File: src/rtl/sitda_pkg.sv
`timescale 1ns / 1ps

package sitda_pkg;

   localparam int VALUE_WIDTH_DEFAULT = 32;

   localparam logic [7:0] CHAR_ZERO  = 8'd48;
   localparam logic [7:0] CHAR_MINUS = 8'd45;

   // Decimal digits needed for a magnitude of up to 2^(w-1). The factor
   // 1233/4096 is slightly below log10(2), but it is applied to w, not w-1.
   function automatic int num_digits(input int w);
      return ((w * 1233) >> 12) + 1;
   endfunction

   typedef struct packed {
      logic load;
      logic conv_step;
      logic emit_sign;
      logic emit_digit;
      logic drop_digit;
   } cmd_type;

   typedef struct packed {
      logic conv_last;
      logic negative;
      logic top_zero;
      logic one_left;
      logic out_free;
   } status_type;

endpackage

File: src/rtl/signed_int_to_decimal_ascii_unit.sv
// Channel   Direction  Handshake                 Payload
// req       in         req_valid / req_stall     req_value (signed, VALUE_WIDTH)
// rsp       out        rsp_valid / rsp_stall     rsp_character (8), rsp_last (1)
//
// One number is converted at a time: the sequencer takes it, runs VALUE_WIDTH
// shift-add-3 steps in the BCD register, sends the sign of a negative value,
// then skips leading zeros and sends the digits.
// Reset is synchronous and clears the sequencer and the output valid.
// A stalled result holds in the output register; the sequencer waits for it,
// and takes the next number once the last character is in that register.
`timescale 1ns / 1ps

module signed_int_to_decimal_ascii_unit #(
   parameter int VALUE_WIDTH = sitda_pkg::VALUE_WIDTH_DEFAULT
) (
   input  logic                          clock,
   input  logic                          reset,
   input  logic                          req_valid,
   output logic                          req_stall,
   input  logic signed [VALUE_WIDTH-1:0] req_value,
   output logic                          rsp_valid,
   input  logic                          rsp_stall,
   output logic [7:0]                    rsp_character,
   output logic                          rsp_last
);

   sitda_pkg::cmd_type    cmd;
   sitda_pkg::status_type status;

   sitda_ctrl u_ctrl (
      .clock     (clock),
      .reset     (reset),
      .req_valid (req_valid),
      .req_stall (req_stall),
      .status    (status),
      .cmd       (cmd)
   );

   sitda_dp #(
      .VALUE_WIDTH (VALUE_WIDTH)
   ) u_dp (
      .clock         (clock),
      .reset         (reset),
      .req_value     (req_value),
      .cmd           (cmd),
      .status        (status),
      .rsp_valid     (rsp_valid),
      .rsp_stall     (rsp_stall),
      .rsp_character (rsp_character),
      .rsp_last      (rsp_last)
   );

endmodule

File: src/rtl/sitda_ctrl.sv
`timescale 1ns / 1ps

module sitda_ctrl (
   input  logic                  clock,
   input  logic                  reset,
   input  logic                  req_valid,
   output logic                  req_stall,
   input  sitda_pkg::status_type status,
   output sitda_pkg::cmd_type    cmd
);

   localparam logic [2:0] ST_IDLE  = 3'd0;
   localparam logic [2:0] ST_CONV  = 3'd1;
   localparam logic [2:0] ST_SIGN  = 3'd2;
   localparam logic [2:0] ST_STRIP = 3'd3;
   localparam logic [2:0] ST_EMIT  = 3'd4;

   logic [2:0] state_ff;
   logic [2:0] state_in;

   assign req_stall = (state_ff != ST_IDLE);

   always_comb begin
      state_in = state_ff;
      cmd      = '0;
      case (state_ff)
         ST_IDLE: begin
            if (req_valid) begin
               cmd.load = 1'b1;
               state_in = ST_CONV;
            end
         end
         ST_CONV: begin
            cmd.conv_step = 1'b1;
            if (status.conv_last) begin
               state_in = status.negative ? ST_SIGN : ST_STRIP;
            end
         end
         ST_SIGN: begin
            if (status.out_free) begin
               cmd.emit_sign = 1'b1;
               state_in      = ST_STRIP;
            end
         end
         ST_STRIP: begin
            // Leading zeros are dropped, but the units digit always stays.
            if (status.top_zero && !status.one_left) begin
               cmd.drop_digit = 1'b1;
            end else begin
               state_in = ST_EMIT;
            end
         end
         ST_EMIT: begin
            if (status.out_free) begin
               cmd.emit_digit = 1'b1;
               if (status.one_left) begin
                  state_in = ST_IDLE;
               end
            end
         end
         default: begin
            state_in = ST_IDLE;
         end
      endcase
   end

   always_ff @(posedge clock) begin
      if (reset) begin
         state_ff <= ST_IDLE;
      end else begin
         state_ff <= state_in;
      end
   end

endmodule

File: src/rtl/sitda_dp.sv
`timescale 1ns / 1ps

module sitda_dp #(
   parameter int VALUE_WIDTH = sitda_pkg::VALUE_WIDTH_DEFAULT
) (
   input  logic                         clock,
   input  logic                         reset,
   input  logic signed [VALUE_WIDTH-1:0] req_value,
   input  sitda_pkg::cmd_type           cmd,
   output sitda_pkg::status_type        status,
   output logic                         rsp_valid,
   input  logic                         rsp_stall,
   output logic [7:0]                   rsp_character,
   output logic                         rsp_last
);

   localparam int NUM_DIGITS = sitda_pkg::num_digits(VALUE_WIDTH);
   localparam int BCD_W      = NUM_DIGITS * 4;
   localparam int BIT_CNT_W  = $clog2(VALUE_WIDTH + 1);
   localparam int DIG_CNT_W  = $clog2(NUM_DIGITS + 1);

   logic [VALUE_WIDTH-1:0] mag_ff, mag_in;
   logic [BCD_W-1:0]       bcd_ff, bcd_in;
   logic                   neg_ff, neg_in;
   logic [BIT_CNT_W-1:0]   bit_cnt_ff, bit_cnt_in;
   logic [DIG_CNT_W-1:0]   dig_left_ff, dig_left_in;
   logic                   rsp_valid_ff, rsp_valid_in;
   logic [7:0]             rsp_character_ff, rsp_character_in;
   logic                   rsp_last_ff, rsp_last_in;

   logic [BCD_W-1:0]       bcd_adj;
   logic [VALUE_WIDTH-1:0] value_bits;
   logic [3:0]             top_digit;

   assign value_bits = req_value;
   assign top_digit  = bcd_ff[BCD_W-1 -: 4];

   // Add-3 correction on every digit before the shift.
   always_comb begin
      for (int i = 0; i < NUM_DIGITS; i++) begin
         if (bcd_ff[i*4 +: 4] >= 4'd5) begin
            bcd_adj[i*4 +: 4] = bcd_ff[i*4 +: 4] + 4'd3;
         end else begin
            bcd_adj[i*4 +: 4] = bcd_ff[i*4 +: 4];
         end
      end
   end

   assign status.conv_last = (bit_cnt_ff == BIT_CNT_W'(1));
   assign status.negative  = neg_ff;
   assign status.top_zero  = (top_digit == 4'd0);
   assign status.one_left  = (dig_left_ff == DIG_CNT_W'(1));
   assign status.out_free  = !rsp_valid_ff || !rsp_stall;

   always_comb begin
      mag_in           = mag_ff;
      bcd_in           = bcd_ff;
      neg_in           = neg_ff;
      bit_cnt_in       = bit_cnt_ff;
      dig_left_in      = dig_left_ff;
      rsp_valid_in     = rsp_valid_ff;
      rsp_character_in = rsp_character_ff;
      rsp_last_in      = rsp_last_ff;

      if (cmd.load) begin
         neg_in      = value_bits[VALUE_WIDTH-1];
         // The most negative value negates to 2^(W-1), exact as unsigned.
         mag_in      = value_bits[VALUE_WIDTH-1] ? (~value_bits + 1'b1) : value_bits;
         bcd_in      = '0;
         bit_cnt_in  = BIT_CNT_W'(VALUE_WIDTH);
         dig_left_in = DIG_CNT_W'(NUM_DIGITS);
      end

      if (cmd.conv_step) begin
         bcd_in     = {bcd_adj[BCD_W-2:0], mag_ff[VALUE_WIDTH-1]};
         mag_in     = {mag_ff[VALUE_WIDTH-2:0], 1'b0};
         bit_cnt_in = bit_cnt_ff - 1'b1;
      end

      if (cmd.drop_digit || cmd.emit_digit) begin
         bcd_in      = {bcd_ff[BCD_W-5:0], 4'd0};
         dig_left_in = dig_left_ff - 1'b1;
      end

      if (cmd.emit_sign) begin
         rsp_valid_in     = 1'b1;
         rsp_character_in = sitda_pkg::CHAR_MINUS;
         rsp_last_in      = 1'b0;
      end else if (cmd.emit_digit) begin
         rsp_valid_in     = 1'b1;
         rsp_character_in = sitda_pkg::CHAR_ZERO + {4'd0, top_digit};
         rsp_last_in      = status.one_left;
      end else if (!rsp_stall) begin
         rsp_valid_in = 1'b0;
      end
   end

   always_ff @(posedge clock) begin
      if (reset) begin
         rsp_valid_ff <= 1'b0;
         bit_cnt_ff   <= '0;
         dig_left_ff  <= '0;
      end else begin
         rsp_valid_ff <= rsp_valid_in;
         bit_cnt_ff   <= bit_cnt_in;
         dig_left_ff  <= dig_left_in;
      end
      mag_ff           <= mag_in;
      bcd_ff           <= bcd_in;
      neg_ff           <= neg_in;
      rsp_character_ff <= rsp_character_in;
      rsp_last_ff      <= rsp_last_in;
   end

   assign rsp_valid     = rsp_valid_ff;
   assign rsp_character = rsp_character_ff;
   assign rsp_last      = rsp_last_ff;

endmodule

File: config.mk
export PLATFORM = sky130hd
export DESIGN_NAME = signed_int_to_decimal_ascii_unit
export DESIGN_NICKNAME = d
export VERILOG_FILES = /design/src/rtl/sitda_pkg.sv /design/src/rtl/signed_int_to_decimal_ascii_unit.sv /design/src/rtl/sitda_ctrl.sv /design/src/rtl/sitda_dp.sv
export SDC_FILE = /design/constraint.sdc
export NUM_CORES = 1
export LEC_CHECK = 0
export BUFFER_PORTS_ARGS = -buffer_cell sky130_fd_sc_hd__buf_2
export CAP_MARGIN = 10
export CORE_MARGIN = 1.5
export CORE_UTILIZATION = 45
export CTS_CLUSTER_SIZE = 28
export DETAILED_ROUTE_END_ITERATION = 6
export PLACE_DENSITY = 0.6
export RECOVER_POWER = 100
export SLEW_MARGIN = 40
export SYNTH_ARGS = -nofsm -noshare
export SYNTH_HDL_FRONTEND = slang
export SYNTH_HIERARCHICAL = 1
export SYNTH_SLANG_ARGS = --single-unit
File: constraint.sdc
create_clock -name clock -period 3.3 [get_ports clock]
set_input_delay 0.165 -clock clock [delete_from_list [all_inputs] [get_ports clock]]
set_output_delay 0.165 -clock clock [all_outputs]
set_load 0.05 [all_outputs]
==> metrics.md <==
| Metric | Value |
|---|---|
| Status | `finished, final reports clean` |
| Die Y | `115 µm` |
| Post-CTS setup buffers | `0` |
| Most frequent cells after synthesis | `edfxtp_1 (68), nand2_1 (67), o21ai_0 (58)` |
| #FFs+latches synth | `93` |
| Port buffer count | `43` |
| Most used DFF post-synth | `edfxtp_1` |
| CTS tree | `built` |
| Peak supply drop | `0.354 mV` |
| DRT iter0 DRCs | `206` |
| M2 GR Usage | `30.5%` |
| Vias in the first global route | `4167` |
| Family with the most delay on the worst path | `simple AND/OR/NAND/NOR gates` |
| Area leader, netlist | `edfxtp_1` |
| Clk sinks | `93` |
| Initial Util | `46.3%` |
| Fraction of registers with async set/reset | `0%` |
| Layout Nets | `684` |
| Setup violators final | `0` |
| Most common cell in the netlist | `edfxtp_1` |
| Layout area overhead | `11.5%` |
| Dpl ws | `608 ps` |
| H-tree depth | `3` |
| Buffer and inverter count on the worst path | `3` |
| Cells after Synth | `590` |
| Max Slew Vio Count | `0` |
| Clock root buffer | `clkbuf_16` |
| Post-Layout Cell Count | `796` |
| TritonRoute pass-1 iters | `4` |
| Final Wtd Congestion | `0.839` |
| Core Rows | `40` |
| DRC viols | `0` |
| Initial antenna violation count | `0` |
| Maximum fanout along the worst path | `38` |
| Final setup TNS | `0 ps` |
| Skew-Pair Late Insertion Delay | `340 ps` |
| First-pass GRT wire length | `19.7 mm` |
| Number of synthesized flops with an enable pin | `68` |
| CTS resizes | `0` |
| Distinct cells, synth | `58` |
| Largest net degree at the start of global routing | `39` |
| Chip width | `115 µm` |
| GRT Max-Usage Layer | `met2` |
| Final hold violations | `0` |
| CTS max path bufs | `2` |
| Final period util | `81.3%` |
| Synth warnings | `6` |
| Placed Instances | `780` |
| Startpoint types | `flip-flop` |
| Total power | `5.91 mW` |
| Die area | `0.0131 mm²` |
| Vias | `4389` |
| Post-route ant nets | `0` |
| Top post-synthesis cells by area | `edfxtp_1 (36%), dfxtp_1 (8.9%), ha_1 (5.6%)` |
| Endpoint class of the critical path | `flip-flop` |
| Avg WL per Cell | `14.8 µm` |
| Worst-Margin Slew | `1330 ps` |
| Ports | `47` |
| Sequential fraction of the synthesis area | `45.3%` |
| GR Layer Usage met1 | `25.1%` |
| Diodes inserted | `0` |
| Critical Path AT | `2760 ps` |
| Max-Cap Viols | `0` |
| M3 GR Usage | `2.86%` |
| CTS Hold Buffers Added | `0` |
| WS Path Type | `flip-flop to flip-flop` |
| Cells along the critical path | `inv_1 -> ha_1 -> nor3b_1 -> nor2b_1 -> and4b_1 -> nor2_1 -> buf_4 -> nand2_1 -> buf_4 -> nor2_1 -> a21oi_1 -> o32ai_1` |
| Core ar. | `0.0121 mm²` |
| Clock skew | `5.38 ps` |
| Setup ws final | `616 ps` |
| CTS Buf Count | `9` |
| Crit-path slowest cell | `edfxtp_1` |
| Reg clk slew, reported paths | `70 ps` |
| Max Clock Freq | `373 MHz` |
| Final wirelength | `11.8 mm` |
| Fraction of layout cells with a size suffix above 1 | `11.8%` |
| Power Density | `944 mW/mm²` |
| Vias per cell | `5.51` |
| Max stage delay on crit path | `410 ps` |
| Required @ worst endpoint | `3380 ps` |
| Mean post-synth cell area | `9.51 µm²` |
| Static leakage | `2.33 nW` |
| Hpwl dp | `8.18 mm` |
| Slew HR | `11.4%` |
| All-Layer GR Usage | `18.7%` |
| Post-Syn Area | `0.00561 mm²` |
| Area share of the largest cell type after synthesis | `36.4%` |
| Grt total ovfl | `0` |
| RSZ-0062 raised after global routing | `no` |
| Worst hold path type | `primary input to flip-flop` |
| Min Tclk post-route | `2680 ps` |
-- per-layer routing --
| metal | wire [µm] | part of all wire [%] |
|---|---|---|
| met5 | 0 | 0 |
| met4 | 184 | 1.6 |
| met3 | 393 | 3.3 |
| met2 | 5410 | 46 |
| met1 | 5790 | 49 |
-- logic make-up (layout without fill, tap and decap cells) --
family	Yosys count	after routing	share of synthesized area (%)
multiplexers	5	5	0.892
flip-flops	93	93	45.3
AND/OR/NAND/NOR	193	193	18.1
adder cells (fa/ha/maj)	25	25	5.57
buffers and inverters	63	100	4.68
XOR/XNOR	39	39	6.09
AO/OA/AOI/OAI	170	170	19.2
other	2	3	0.134
-- final timing paths --
path | from | endpoint | slack, ps | depth (start not counted)
worst max-delay path | u_dp/bcd_ff[36] | u_dp/bcd_ff[16] | 620 | 12
worst min-delay path | reset | u_dp/dig_left_ff[0] | 170 | 2
worst max register to register | u_dp/bcd_ff[36] | u_dp/bcd_ff[16] | 620 | 12
worst min register to register | u_dp/mag_ff[31] | u_dp/bcd_ff[0] | 450 | 2
-- flip-flops by register name, summed over array words and instances (netlist names), 3 cells and up --
register            flops
u_dp/rsp_character      5
u_ctrl/state_ff         3
u_dp/mag_ff            32
u_dp/bcd_ff            40
u_dp/dig_left_ff        4
u_dp/bit_cnt_ff         6
-- power breakdown --
part	total (mW)	internal [mW]	leakage (nW)	switching (mW)
combinational	2.44	0.892	1.26	1.55
sequential	2.41	2.04	0.914	0.368
clock	1.06	0.630	0.151	0.431
-- through the flow --
stage          hold slack (ps)  cell area [µm²]  util [%]
3_5_place_dp               436             5990      49.4
6_report                   166             6260      51.7
3_3_place_gp               431             5980      49.4
2_1_floorplan              234             5620         -
4_1_cts                   96.0             6290      51.9
5_1_grt                    178             6260      51.7
-- cells in the final DEF (no fill, tap or decap), drive strengths merged, types with 10 or more instances in the layout --
cell     n
a21oi   40
buf     40
clkbuf  25
dfxtp   25
edfxtp  68
ha      25
inv     31
nand2   67
nand2b  12
nor2    36
nor2b   11
nor3b   12
o21ai   59
o22ai   10
o31ai   16
xnor2   12
xor2    27
-- cell type report --
| type | count | area [µm²] |
|---|---|---|
| well taps | 168 | 210 |
| multi-input cells | 435 | 2820 |
| inverters | 31 | 116 |
| repair buffers | 53 | 268 |
| clock inverters | 4 | 45.0 |
| clock buffers | 12 | 258 |
| flip-flops and latches | 93 | 2540 |
| fillers | 1148 | 5850 |
No activity file was read; power rests on OpenSTA's default activity.
